**config.mk**
```make
export PLATFORM = sky130hd
export DESIGN_NAME = infix_to_postfix_converter_top
export DESIGN_NICKNAME = d
export VERILOG_FILES = /design/src/rtl/core/itp_pkg.sv /design/src/rtl/core/itp_stack_mem.sv /design/src/rtl/core/infix_to_postfix_converter_top.sv
export SDC_FILE = /design/constraint.sdc
export NUM_CORES = 1
export LEC_CHECK = 0
export BUFFER_PORTS_ARGS = -buffer_cell sky130_fd_sc_hd__buf_4
export CELL_PAD_IN_SITES_DETAIL_PLACEMENT = 1
export CELL_PAD_IN_SITES_GLOBAL_PLACEMENT = 2
export CORE_AREA = 2 2 230 187
export DETAILED_ROUTE_END_ITERATION = 10
export DIE_AREA = 0 0 232 189
export PLACE_DENSITY_LB_ADDON = 0.1
export SYNTH_ARGS = -nofsm -noshare
export SYNTH_HDL_FRONTEND = slang
export SYNTH_HIERARCHICAL = 1
export SYNTH_SLANG_ARGS = --single-unit
```
**constraint.sdc**
```tcl
create_clock -name clock -period 8.3 [get_ports clock]
set_input_delay 0.83 -clock clock [delete_from_list [all_inputs] [get_ports clock]]
set_output_delay 0.83 -clock clock [all_outputs]
set_load 0.01 [all_outputs]
```
**src/rtl/core/itp_pkg.sv**
```systemverilog
// Shared types, character codes and decode functions for the infix to
// postfix converter. Used by every file in rtl/core; depends on nothing.

package itp_pkg;

   localparam int CHAR_W   = 8;
   localparam int STATUS_W = 2;

   // Characters with a meaning of their own
   localparam logic [CHAR_W-1:0] CH_NUL    = 8'h00;
   localparam logic [CHAR_W-1:0] CH_TAB    = 8'h09;
   localparam logic [CHAR_W-1:0] CH_SPACE  = 8'h20;
   localparam logic [CHAR_W-1:0] CH_LPAREN = 8'h28;
   localparam logic [CHAR_W-1:0] CH_RPAREN = 8'h29;
   localparam logic [CHAR_W-1:0] CH_STAR   = 8'h2A;
   localparam logic [CHAR_W-1:0] CH_PLUS   = 8'h2B;
   localparam logic [CHAR_W-1:0] CH_MINUS  = 8'h2D;
   localparam logic [CHAR_W-1:0] CH_SLASH  = 8'h2F;
   localparam logic [CHAR_W-1:0] CH_CARET  = 8'h5E;

   // Status codes on the response channel
   localparam logic [STATUS_W-1:0] ST_OK        = 2'd0;
   localparam logic [STATUS_W-1:0] ST_OVERFLOW  = 2'd1;
   localparam logic [STATUS_W-1:0] ST_UNMATCHED = 2'd2;

   // Operator precedence levels
   localparam logic [1:0] PREC_NONE = 2'd0;
   localparam logic [1:0] PREC_ADD  = 2'd1;
   localparam logic [1:0] PREC_MUL  = 2'd2;
   localparam logic [1:0] PREC_POW  = 2'd3;

   typedef enum logic [2:0] {
      CLS_BLANK,
      CLS_OPEN,
      CLS_CLOSE,
      CLS_OPER,
      CLS_OPERAND
   } char_class_type;

   function automatic char_class_type char_class(input logic [CHAR_W-1:0] ch);
      char_class_type cls;
      case (ch)
         CH_SPACE, CH_TAB, CH_NUL:                     cls = CLS_BLANK;
         CH_LPAREN:                                    cls = CLS_OPEN;
         CH_RPAREN:                                    cls = CLS_CLOSE;
         CH_PLUS, CH_MINUS, CH_STAR, CH_SLASH, CH_CARET: cls = CLS_OPER;
         default:                                      cls = CLS_OPERAND;
      endcase
      return cls;
   endfunction

   // '(' and anything else ranks lowest
   function automatic logic [1:0] prec_of(input logic [CHAR_W-1:0] ch);
      logic [1:0] p;
      case (ch)
         CH_CARET:          p = PREC_POW;
         CH_STAR, CH_SLASH: p = PREC_MUL;
         CH_PLUS, CH_MINUS: p = PREC_ADD;
         default:           p = PREC_NONE;
      endcase
      return p;
   endfunction

endpackage

```
**src/rtl/core/itp_stack_mem.sv**
```systemverilog
// Operator stack storage: one write port, one registered read port, with
// write-to-read forwarding on a same-address collision. Uses itp_pkg.

module itp_stack_mem #(
   parameter int DEPTH = 32
) (
   input  logic                        clock,
   input  logic                        wr_en,
   input  logic [$clog2(DEPTH)-1:0]    wr_addr,
   input  logic [itp_pkg::CHAR_W-1:0]  wr_data,
   input  logic [$clog2(DEPTH)-1:0]    rd_addr,
   output logic [itp_pkg::CHAR_W-1:0]  rd_data
);

   logic [itp_pkg::CHAR_W-1:0] mem [DEPTH];
   logic [itp_pkg::CHAR_W-1:0] rd_data_ff;

   // Write port
   always_ff @(posedge clock) begin
      if (wr_en) begin
         mem[wr_addr] <= wr_data;
      end
   end

   // Read port; a write to the address being read wins
   always_ff @(posedge clock) begin
      if (wr_en && (wr_addr == rd_addr)) begin
         rd_data_ff <= wr_data;
      end else begin
         rd_data_ff <= mem[rd_addr];
      end
   end

   assign rd_data = rd_data_ff;

endmodule

```
**src/rtl/core/infix_to_postfix_converter_top.sv**
```systemverilog
// Top level of the infix to postfix converter (shunting-yard sequencer).
// Depends on itp_pkg and itp_stack_mem.
//
//   Channel   Direction  Handshake             Payload
//   req_      in         req_valid/req_ready   req_in_char[7:0], req_in_last
//   rsp_      out        rsp_valid/rsp_ready   rsp_out_char[7:0], rsp_out_last,
//                                              rsp_status[1:0]
//
// One request at a time: it is taken in S_IDLE, then one sequencer step per
// cycle. An operand, '(' or a plain push is done on its first step; each
// popped operator is emitted in a step of its own first, and the final flush
// pops every stacked entry before it emits the terminator. The stack memory's
// single read port sets the pop rate: the top entry is re-read every cycle at the next stack pointer.
// Reset empties the stack at once (no clearing pass). A stalled response
// register holds the sequencer only on steps that emit.

module infix_to_postfix_converter_top #(
   parameter int STACK_DEPTH = 32
) (
   input  logic                          clock,
   input  logic                          reset,
   input  logic                          req_valid,
   output logic                          req_ready,
   input  logic [itp_pkg::CHAR_W-1:0]    req_in_char,
   input  logic                          req_in_last,
   output logic                          rsp_valid,
   input  logic                          rsp_ready,
   output logic [itp_pkg::CHAR_W-1:0]    rsp_out_char,
   output logic                          rsp_out_last,
   output logic [itp_pkg::STATUS_W-1:0]  rsp_status
);

   localparam int CNT_W  = $clog2(STACK_DEPTH + 1);
   localparam int ADDR_W = $clog2(STACK_DEPTH);
   localparam logic [CNT_W-1:0] CNT_FULL = CNT_W'(STACK_DEPTH);
   localparam logic [CNT_W-1:0] CNT_ONE  = CNT_W'(1);
   localparam logic [CNT_W-1:0] CNT_ZERO = '0;

   typedef enum logic [1:0] {
      S_IDLE,
      S_WORK,
      S_FLUSH
   } state_type;

   state_type                     state_ff, state_in;
   logic [CNT_W-1:0]              cnt_ff, cnt_in, cnt_dec;
   logic [itp_pkg::CHAR_W-1:0]    char_ff;
   logic                          last_ff;

   logic                          rsp_valid_ff;
   logic [itp_pkg::CHAR_W-1:0]    rsp_char_ff;
   logic                          rsp_last_ff;
   logic [itp_pkg::STATUS_W-1:0]  rsp_status_ff;

   logic                          can_emit;
   logic                          emit;
   logic [itp_pkg::CHAR_W-1:0]    emit_char;
   logic                          emit_last;
   logic [itp_pkg::STATUS_W-1:0]  emit_status;

   logic                          wr_en;
   logic [ADDR_W-1:0]             wr_addr, rd_addr;
   logic [itp_pkg::CHAR_W-1:0]    top_char;

   itp_pkg::char_class_type       cls;
   logic                          stack_empty, stack_full;
   logic                          req_fire;

   // Stack memory: always reads the entry that will be on top next cycle
   assign cnt_dec = cnt_in - CNT_ONE;
   assign rd_addr = cnt_dec[ADDR_W-1:0];
   assign wr_addr = cnt_ff[ADDR_W-1:0];

   itp_stack_mem #(
      .DEPTH (STACK_DEPTH)
   ) u_stack (
      .clock   (clock),
      .wr_en   (wr_en),
      .wr_addr (wr_addr),
      .wr_data (char_ff),
      .rd_addr (rd_addr),
      .rd_data (top_char)
   );

   assign cls         = itp_pkg::char_class(char_ff);
   assign stack_empty = (cnt_ff == CNT_ZERO);
   assign stack_full  = (cnt_ff == CNT_FULL);
   assign can_emit    = !rsp_valid_ff || rsp_ready;
   assign req_ready   = (state_ff == S_IDLE);
   assign req_fire    = req_valid && req_ready;

   // Sequencer step
   always_comb begin
      state_in    = state_ff;
      cnt_in      = cnt_ff;
      wr_en       = 1'b0;
      emit        = 1'b0;
      emit_char   = itp_pkg::CH_NUL;
      emit_last   = 1'b0;
      emit_status = itp_pkg::ST_OK;
      case (state_ff)
         S_IDLE: begin
            if (req_fire) begin
               state_in = S_WORK;
            end
         end
         S_WORK: begin
            case (cls)
               itp_pkg::CLS_BLANK: begin
                  state_in = last_ff ? S_FLUSH : S_IDLE;
               end
               itp_pkg::CLS_CLOSE: begin
                  if (stack_empty) begin
                     if (can_emit) begin
                        emit        = 1'b1;
                        emit_status = itp_pkg::ST_UNMATCHED;
                        state_in    = last_ff ? S_FLUSH : S_IDLE;
                     end
                  end else if (top_char == itp_pkg::CH_LPAREN) begin
                     // matching '(' is dropped silently
                     cnt_in   = cnt_ff - CNT_ONE;
                     state_in = last_ff ? S_FLUSH : S_IDLE;
                  end else if (can_emit) begin
                     emit      = 1'b1;
                     emit_char = top_char;
                     cnt_in    = cnt_ff - CNT_ONE;
                  end
               end
               itp_pkg::CLS_OPEN, itp_pkg::CLS_OPER: begin
                  if ((cls == itp_pkg::CLS_OPER) && !stack_empty &&
                      (itp_pkg::prec_of(top_char) >= itp_pkg::prec_of(char_ff))) begin
                     // pop an operator that binds at least as tightly
                     if (can_emit) begin
                        emit      = 1'b1;
                        emit_char = top_char;
                        cnt_in    = cnt_ff - CNT_ONE;
                     end
                  end else if (!stack_full) begin
                     wr_en    = 1'b1;
                     cnt_in   = cnt_ff + CNT_ONE;
                     state_in = last_ff ? S_FLUSH : S_IDLE;
                  end else if (can_emit) begin
                     emit        = 1'b1;
                     emit_status = itp_pkg::ST_OVERFLOW;
                     state_in    = last_ff ? S_FLUSH : S_IDLE;
                  end
               end
               default: begin
                  // operand passes straight through
                  if (can_emit) begin
                     emit      = 1'b1;
                     emit_char = char_ff;
                     state_in  = last_ff ? S_FLUSH : S_IDLE;
                  end
               end
            endcase
         end
         S_FLUSH: begin
            if (can_emit) begin
               emit = 1'b1;
               if (stack_empty) begin
                  emit_last = 1'b1;
                  state_in  = S_IDLE;
               end else begin
                  emit_char = top_char;
                  cnt_in    = cnt_ff - CNT_ONE;
               end
            end
         end
         default: begin
            state_in = S_IDLE;
         end
      endcase
   end

   // State, stack pointer, request capture and response register
   always_ff @(posedge clock) begin
      if (reset) begin
         state_ff     <= S_IDLE;
         cnt_ff       <= '0;
         rsp_valid_ff <= 1'b0;
      end else begin
         state_ff <= state_in;
         cnt_ff   <= cnt_in;
         if (emit) begin
            rsp_valid_ff <= 1'b1;
         end else if (rsp_ready) begin
            rsp_valid_ff <= 1'b0;
         end
      end
      if (req_fire) begin
         char_ff <= req_in_char;
         last_ff <= req_in_last;
      end
      if (emit) begin
         rsp_char_ff   <= emit_char;
         rsp_last_ff   <= emit_last;
         rsp_status_ff <= emit_status;
      end
   end

   assign rsp_valid    = rsp_valid_ff;
   assign rsp_out_char = rsp_char_ff;
   assign rsp_out_last = rsp_last_ff;
   assign rsp_status   = rsp_status_ff;

endmodule
```
==> metrics.txt, run 1 <==
outcome complete, no violations; Worst R2R Setup Slack 2.17 ns; worst-margin pin slew 0.967 ns; RSZ-0062 raised after global routing no; Sink Count 290; Final Cycle Share 73.8%; CTS tree done; largest net degree at the start of global routing 65; initial antenna violation count 2; gr usage total 16.0%; Mapped Area 12300 sq um; min-delay worst type in2reg; worst reg2reg endpoint u_stack/mem[0][5]; Distinct cells, synth 66; Cell Pwr Density 230 nW/um^2; Overflow after GRT 0; row count 67; dpl cells 1235; Hold Vio Cnt, Final 0; Clock Skew 0.0140 ns; Slew Viols, Final 0; leak pwr 4.60 nW; FF+latch count, synth 290; CP Launch Type flop; latest clock arrival within the worst-skew pair 0.52 ns; Final Non-Filler Cells 1297; ant diodes 0; Hold Slack 0.488 ns; Net Count, Synth 703; Max FO, Critical Path 24; Core Area 41500 sq um; # hold bufs at CTS 0; antenna viol nets, final 0; die area 43800 sq um; DRT Wirelength 34.0 mm; TritonCTS buffer count 34; port bufs 25; DIE WIDTH 232 um; EDFF count, synth 276; synth-to-layout area growth 15.8%; Post CTS Setup Buffer Count 0; Post-synth top flop edfxtp_1; VDD IR max 101 uV; CP endpoint kind flop; Slew HR 35.0%; WL/cell 26.2 um; placer congestion estimate 0.744; chip height 189 um; layout cells sized above 1 27.1%; number of global-route vias before repair 6919; Min Clock Period, post-route 6.13 ns; Max-cap violations 0; DRC viols 0; vias 6586; Final HPWL DP 22.1 mm; worst reg2reg path depth 16; number of top-level pins 26; hold path start req_in_char[5]; FMAX 163 MHz; sequential area share after synthesis 69.4%; H-Tree Level Count 2; Hold Path Depth 1; Synth Instances 682; Initial Utilization 29.7%; critical path class reg2reg; Worst-path clk slew 0.06 ns; Mean Syn Cell Area 18.1 sq um; Nets 740; CTS resizes 0; Synthesis Warnings 6; Hold EP char_ff[5]; maximum clock path buffer count 3; Initial DRC Count 567; first-pass GRT wire length 50.1 mm; post-layout util 34.4%; Async SR Flop Fraction 0%; Setup TNS Final 0 ns; Req. time, crit path 8.44 ns; Final setup viols 0; DP Area 13100 sq um; # fillers 4135; CP arrival 6.26 ns; vias per cell 5.08; fin area 14300 sq um; root buf cell clkbuf_16; first-pass iteration count of the detailed router 7
-- Yosys cell counts, types with 11 or more instances --
cell	count	share of area (%)
mux4_2	80	15
nor3_1	11	0.45
dfxtp_1	14	2.3
clkbuf_1	12	0.36
nand2_1	21	0.64
nor2_1	57	1.7
a21oi_1	16	0.65
nor2b_1	11	0.56
o21ai_0	15	0.61
inv_1	11	0.33
edfxtp_1	276	67
nand3_1	11	0.45
-- where the power goes --
group	internal [mW]	switching, mW	leakage, nW
sequential	1.62	0.00513	2.61
combinational	0.0404	0.0997	1.44
clock	0.938	0.588	0.552
total	2.60	0.693	4.60
-- critical path: stages, from the launching register on --
cell and delay [ns]:
dfxtp_2 0.63, buf_4 0.44, mux4_2 0.41, mux4_2 0.51
mux2_2 0.32, nor4b_2 0.47, a31oi_1 0.14, a31oi_1 0.17
nand2_1 0.07, ha_1 0.28, nand2b_1 0.15, a21o_1 0.20
o211ai_2 0.13, o21ai_0 0.16, nor2_1 0.25, or3b_2 0.67
nor2_1 0.73
-- per-stage QoR --
step | worst slack (ns) | total power, mW
2_1_floorplan | 3.18 | 1.73
3_3_place_gp | 2.17 | 1.80
3_5_place_dp | 2.11 | 1.80
4_1_cts | 2.09 | 3.34
5_1_grt | 1.76 | 3.41
6_report | 2.17 | 3.29
-- logic make-up (layout without fill, tap and decap cells) --
| logic type | count (synthesis) | count (layout) | share of synthesized area, % |
|---|---|---|---|
| compound gates | 76 | 76 | 4.50 |
| xor+xnor | 7 | 7 | 0.497 |
| fa+ha+maj | 8 | 8 | 0.811 |
| buf+inv | 50 | 113 | 1.98 |
| flops | 290 | 290 | 69.4 |
| mux | 95 | 95 | 15.9 |
| simple gates | 156 | 156 | 6.90 |
-- routing by layer --
| layer | track usage, % | up-vias | part of all wire (%) |
|---|---|---|---|
| met5 | 0 | - | 0.024 |
| met4 | 3.99 | 2 | 1.8 |
| met3 | 3.13 | 42 | 4.4 |
| met2 | 22.9 | 130 | 43 |
| met1 | 24.7 | 3569 | 50 |
| li1 | - | 2843 | - |
-- final cells by class --
class,instances,area [sq um],area share [%]
Sequential cell,290,8570,60.0
Multi-Input combinational cell,342,3530,24.7
Clock buffer,45,956,6.69
Tap cell,552,691,4.83
Timing Repair Buffer,38,298,2.08
Clock inverter,17,190,1.33
Inverter,13,48.8,0.342
-- layout by cell type, fill, tap and decap left out, types with 12 or more instances in the layout --
cell / n
edfxtp_1: 276
mux4_2: 80
nor2_1: 57
clkbuf_16: 37
buf_4: 37
nand2_1: 21
a21oi_1: 16
o21ai_0: 15
dfxtp_1: 12
-- how the worst max path moves through the flow --
stage / startpoint / end / slack, ns / cells after the start
finish: flop / u_stack/mem[0][5] / 2.17 / 16
global placement: flop / u_stack/mem[0][3] / 2.17 / 16
detailed placement: flop / u_stack/mem[21][1] / 2.11 / 16
floorplan: flop / u_stack/mem[0][0] / 3.18 / 18
global route: flop / u_stack/mem[21][1] / 1.76 / 16
CTS: flop / u_stack/mem[21][1] / 2.09 / 16
-- sequential cells by signal, indices dropped and copies added, names as in the netlist, named ones only --
register and flops:
cnt_ff 6, u_stack/mem 256, char_ff 8, rsp_valid 1, rsp_out_char 8, last_ff 1, rsp_out_last 1, rsp_status 2
state_ff 2
Note: power is estimated with default switching activity, not from simulation.
==> run 2, diff against run 1 <==
--- a/config.mk
+++ b/config.mk
@@ -5,12 +5,13 @@
 export SDC_FILE = /design/constraint.sdc
 export NUM_CORES = 1
 export LEC_CHECK = 0
+export ABC_AREA = 1
 export BUFFER_PORTS_ARGS = -buffer_cell sky130_fd_sc_hd__buf_4
 export CELL_PAD_IN_SITES_DETAIL_PLACEMENT = 1
 export CELL_PAD_IN_SITES_GLOBAL_PLACEMENT = 2
-export CORE_AREA = 2 2 230 187
+export CORE_AREA = 2 2 239 194
 export DETAILED_ROUTE_END_ITERATION = 10
-export DIE_AREA = 0 0 232 189
+export DIE_AREA = 0 0 241 196
 export PLACE_DENSITY_LB_ADDON = 0.1
 export SYNTH_ARGS = -nofsm -noshare
 export SYNTH_HDL_FRONTEND = slang
==> constraint.sdc (replaced) <==
create_clock -name clock -period 5.6 [get_ports clock]
set_input_delay 0.56 -clock clock [delete_from_list [all_inputs] [get_ports clock]]
set_output_delay 0.56 -clock clock [all_outputs]
set_load 0.01 [all_outputs]
==> run 2 against run 1 <==
Compared with the run above: combinational power increased to 15 times the previous value; highest routed layer is now met4; setup slack got worse by 1.6 ns; clock skew decreased by 0.00062 ns; critical path depth increased by 9; maximum frequency increased by 22%; wire length increased by 23%; clock-buffer cell count increased by 3; largest power group unchanged; first-iteration DRC count decreased by 15%; largest cell class unchanged.
==> metrics.txt, run 2 <==
outcome complete, no violations; top cell type's share of synthesized area 62.1%; critical path class reg2reg; Final HPWL DP 26.4 mm; Async SR Flop Fraction 0%; FMAX 199 MHz; Setup TNS Final 0 ns; Initial Utilization 29.6%; placer congestion estimate 0.765; vias 9303; initial antenna violation count 0; Synth Instances 1301; Post CTS Setup Buffer Count 0; Max FO, Critical Path 32; antenna viol nets, final 0; VDD IR max 212 uV; DP Area 14100 sq um; Final Cycle Share 89.8%; Mean Syn Cell Area 10.3 sq um; gr usage total 18.2%; root buf cell clkbuf_16; row count 70; WL/cell 21.2 um; number of global-route vias before repair 9851; multi-input combinational cell area 4070 sq um; ant diodes 0; FF+latch count, synth 290; CP dominant cell by count nand2_1; Slew Viols, Final 0; Final setup viols 0; commonest non-fill, non-tap cell in the layout nand2_1; min-delay worst type in2reg; die area 47200 sq um; count leader, synth nand2_1; slowest CP cell nor2_1; max incr delay on CP 0.66 ns; Overflow after GRT 0; maximum clock path buffer count 3; CTS resizes 0; Post-synth top flop edfxtp_1; # fillers 5071; Cell Pwr Density 442 nW/um^2; Clock Skew 0.0134 ns; PnR Total Power 6.72 mW; vias per cell 4.72; TritonCTS buffer count 34; Largest Register u_stack/mem; Distinct cells, synth 41; Hold Slack 0.189 ns; Min Clock Period, post-route 5.03 ns; Nets 1355; Net Count, Synth 1322; worst-margin pin slew 0.961 ns; Hold Vio Cnt, Final 0; Core Area 45000 sq um; Slew HR 36.0%; CP endpoint kind flop; chip height 196 um; max FFs per register 256; Worst-path clk slew 0.06 ns; Req. time, crit path 5.77 ns; first-pass GRT wire length 63.5 mm; Mapped Area 13300 sq um; Sink Count 290; Synthesis Warnings 6; Synth top cells by count nand2_1, edfxtp_1, nand3_1; Max-cap violations 0; # hold bufs at CTS 0; CP arrival 5.20 ns; largest net degree at the start of global routing 100; most frequent cells in the layout nand2_1, edfxtp_1, nand3_1; CP Launch Type flop; first-pass iteration count of the detailed router 4; number of top-level pins 26; CTS tree done; area leader, netlist edfxtp_1; layout cells sized above 1 11.4%; Synth area leaders edfxtp_1, nand2_1, nand3_1, buf_6, dfxtp_1; RSZ-0062 raised after global routing no; synth-to-layout area growth 13.8%; Initial DRC Count 483; port bufs 25; EDFF count, synth 276; H-Tree Level Count 2; DRT Wirelength 41.8 mm; sequential area share after synthesis 64.2%; latest clock arrival within the worst-skew pair 0.54 ns; register area 8570 sq um; fin area 15200 sq um; DIE WIDTH 241 um; DRC viols 0; leak pwr 5.65 nW; Worst R2R Setup Slack 0.57 ns
[run 2: worst paths after layout]
kind	from	to	depth (start not counted)
max reg2reg	flop	u_stack/mem[23][2]	25
max	flop	u_stack/mem[23][2]	25
min	req_in_char[2]	char_ff[2]	1
min reg2reg	state_ff[0]	state_ff[0]	2
[run 2: area by class of cell]
type	count	area share [%]
clock inverter	13	0.717
clock buffer	48	6.22
multi-input combinational	886	26.8
tap	612	5.04
sequential	290	56.4
timing repair buffer	59	3.24
inverter	63	1.57
[run 2: layer usage]
metal  GRT usage [%]  vias up  routed length, um
li1                -     4495                  -
met1            26.8     4646              21600
met2            28.0      103              18400
met3            2.36       59                967
met4            5.08        0                856
met5               0        -                  0
[run 2: worst max-delay path: cells and delay by family, from the launching register on]
kind | cells | cell delay (ns)
and+or+nand+nor | 17 | 2.66
buffers and inverters | 5 | 0.91
DFF | 1 | 0.44
AOI/OAI and AO/OA | 2 | 0.31
adders and majority gates | 1 | 0.30
[run 2: cell families (layout without fill, tap and decap cells)]
family | count (synthesis) | count (layout) | share of synthesized area (%)
and+or+nand+nor | 814 | 814 | 26.7
xor gates and xnor gates | 11 | 11 | 0.722
DFF | 290 | 290 | 64.2
buffers and inverters | 125 | 183 | 5.31
adders and majority gates | 8 | 8 | 0.750
AOI/OAI and AO/OA | 53 | 53 | 2.33
[run 2: report_power, final]
group | total, mW | leakage (nW) | internal, mW | switching, mW
logic | 2.06 | 2.53 | 0.544 | 1.52
registers | 2.52 | 2.61 | 2.44 | 0.0766
clock network | 2.14 | 0.509 | 1.23 | 0.905
[run 2: through the flow]
step                std cells  setup slack, ns  util (%)
finish                   1971            0.572      33.7
CTS                      1971            0.622      33.7
detailed placement       1910            0.628      31.4
global route             1971            0.157      33.7
global placement         1910            0.603      31.4
floorplan                1301             1.87         -
==> run 3, diff against run 2 <==
--- a/config.mk
+++ b/config.mk
@@ -6,12 +6,12 @@
 export NUM_CORES = 1
 export LEC_CHECK = 0
 export ABC_AREA = 1
-export BUFFER_PORTS_ARGS = -buffer_cell sky130_fd_sc_hd__buf_4
 export CELL_PAD_IN_SITES_DETAIL_PLACEMENT = 1
 export CELL_PAD_IN_SITES_GLOBAL_PLACEMENT = 2
 export CORE_AREA = 2 2 239 194
 export DETAILED_ROUTE_END_ITERATION = 10
 export DIE_AREA = 0 0 241 196
+export DONT_BUFFER_PORTS = 1
 export PLACE_DENSITY_LB_ADDON = 0.1
 export SYNTH_ARGS = -nofsm -noshare
 export SYNTH_HDL_FRONTEND = slang
==> constraint.sdc (replaced) <==
create_clock -name clock -period 5 [get_ports clock]
set_input_delay 0.5 -clock clock [delete_from_list [all_inputs] [get_ports clock]]
set_output_delay 0.5 -clock clock [all_outputs]
set_load 0.01 [all_outputs]
==> run 3 against run 2 <==
Compared with the run above: total power up 16%; register-to-register slack worse by 0.08 ns; final cell count up 0.66%; largest cell class unchanged; global-route usage up 0.81 points; die area unchanged; clock skew up 0.011 ns.
==> metrics.txt, run 3 (synthesized netlist as in run 2, its figures left out) <==
layout cells sized above 1 12.5%; DIE WIDTH 241 um; maximum clock path buffer count 3; worst-margin pin slew 0.795 ns; latest clock arrival within the worst-skew pair 0.55 ns; fin area 15400 sq um; VDD IR max 209 uV; Sink Count 290; TritonCTS buffer count 34; met3 usage 3.10%; Hold Slack 0.0541 ns; CP Launch Type flop; Max FO, Critical Path 17; FMAX 222 MHz; worst reg2reg path depth 26; max incr delay on CP 0.39 ns; leak pwr 5.77 nW; met2 GRT Util 28.7%; Final setup viols 0; DRC viols 0; Cell Pwr Density 507 nW/um^2; DP Area 14200 sq um; Clock Skew 0.0241 ns; chip height 196 um; commonest non-fill, non-tap cell in the layout nand2_1; max FFs per register 256; DRT Wirelength 43.7 mm; antenna viol nets, final 0; Post CTS Setup Buffer Count 0; vias 9404; first-pass GRT wire length 65.6 mm; initial antenna violation count 1; synth-to-layout area growth 15.6%; Final HPWL DP 28.4 mm; WL/cell 22.0 um; critical path class reg2reg; Nets 1365; PnR Total Power 7.83 mW; vias per cell 4.74; met1 usage 28.4%; Slew HR 47.0%; Hold Path Depth 0; Largest Register u_stack/mem; CP endpoint kind flop; placer congestion estimate 0.749; Overflow after GRT 0; Setup TNS Final 0 ns; H-Tree Level Count 2; Initial Utilization 29.6%; Worst R2R Setup Slack 0.49 ns; row count 70; Final Non-Filler Cells 1984; RSZ-0062 raised after global routing no; number of global-route vias before repair 9831; hold path start req_in_char[1]; Core Area 45000 sq um; Max-cap violations 0; global routing's busiest layer met2; Slew Viols, Final 0; CTS tree done; CP arrival 4.76 ns; Final Cycle Share 90.2%; gr usage total 19.0%; min-delay worst type in2reg; largest net degree at the start of global routing 81; port bufs 0; die area 47200 sq um; Hold Vio Cnt, Final 0; root buf cell clkbuf_16; Worst-path clk slew 0.06 ns; Req. time, crit path 5.25 ns; # fillers 5088; CP dominant cell by count nand2_1; outcome complete, no violations; Initial DRC Count 637; dpl cells 1918; worst reg2reg endpoint u_stack/mem[17][4]; Hold EP char_ff[1]; Min Clock Period, post-route 4.51 ns; most frequent cells in the layout nand2_1, edfxtp_1, nand3_1; number of top-level pins 26; first-pass iteration count of the detailed router 5; slowest CP cell dfxtp_4
[run 3: cell count changes in the layout (fill, tap and decap cells not counted), sizes merged]
cell	previous run	this run
dlygate4sd3	0	1
diode	0	2
bufinv	1	4
buf	59	67
clkbuf	48	49
clkinvlp	2	1
clkinv	9	8
[run 3: layout make-up]
type	count	area [sq um]	area share [%]
Clock buffer	48	945	6.12
Antenna cell	2	5.00	0.0324
Timing Repair Buffer	69	633	4.10
Multi-Input combinational cell	886	4090	26.5
Clock inverter	14	186	1.21
Inverter	63	239	1.55
Tap cell	612	766	4.96
Sequential cell	290	8570	55.6
[run 3: worst max-delay path: cells and delay by family (launching register included)]
kind / cells / cell delay (ns)
simple gates: 18 / 2.15
fa+ha+maj: 1 / 0.30
buf+inv: 5 / 1.02
flops: 1 / 0.39
compound gates: 2 / 0.32
[run 3: worst max-delay path by stage]
stage / end / slack (ns)
floorplan: u_stack/mem[11][0] / 1.27
global placement: u_stack/mem[9][1] / 0.31
detailed placement: u_stack/mem[9][6] / 0.21
CTS: u_stack/mem[9][4] / 0.20
global route: u_stack/mem[17][4] / 0.07
finish: u_stack/mem[17][4] / 0.49
[run 3: metal layers]
layer  wire length [um]  part of all wire [%]  up-vias
met1              22100                    51     4702
met3               1510                   3.5       51
li1                   -                     -     4519
met2              19300                    44      132
met5                  0                     0        -
met4                777                   1.8        0
[run 3: repair_timing]
action,in CTS,in global routing
endpoints found under the setup margin,0,145
hold endpoints to repair,9,0
hold buffers,1,0
resized for setup,0,8
[run 3: per-stage QoR]
stage / utilization [%] / worst slack (ns)
floorplan: - / 1.27
global placement: 31.6 / 0.310
detailed placement: 31.6 / 0.213
CTS: 34.2 / 0.200
global route: 34.3 / 0.0655
finish: 34.3 / 0.488
[run 3: report_power, final]
group / internal (mW) / switching, mW / total, mW
sequential: 2.74 / 0.0869 / 2.82
clock: 1.54 / 1.02 / 2.55
combinational: 0.693 / 1.76 / 2.45
total: 4.96 / 2.86 / 7.83
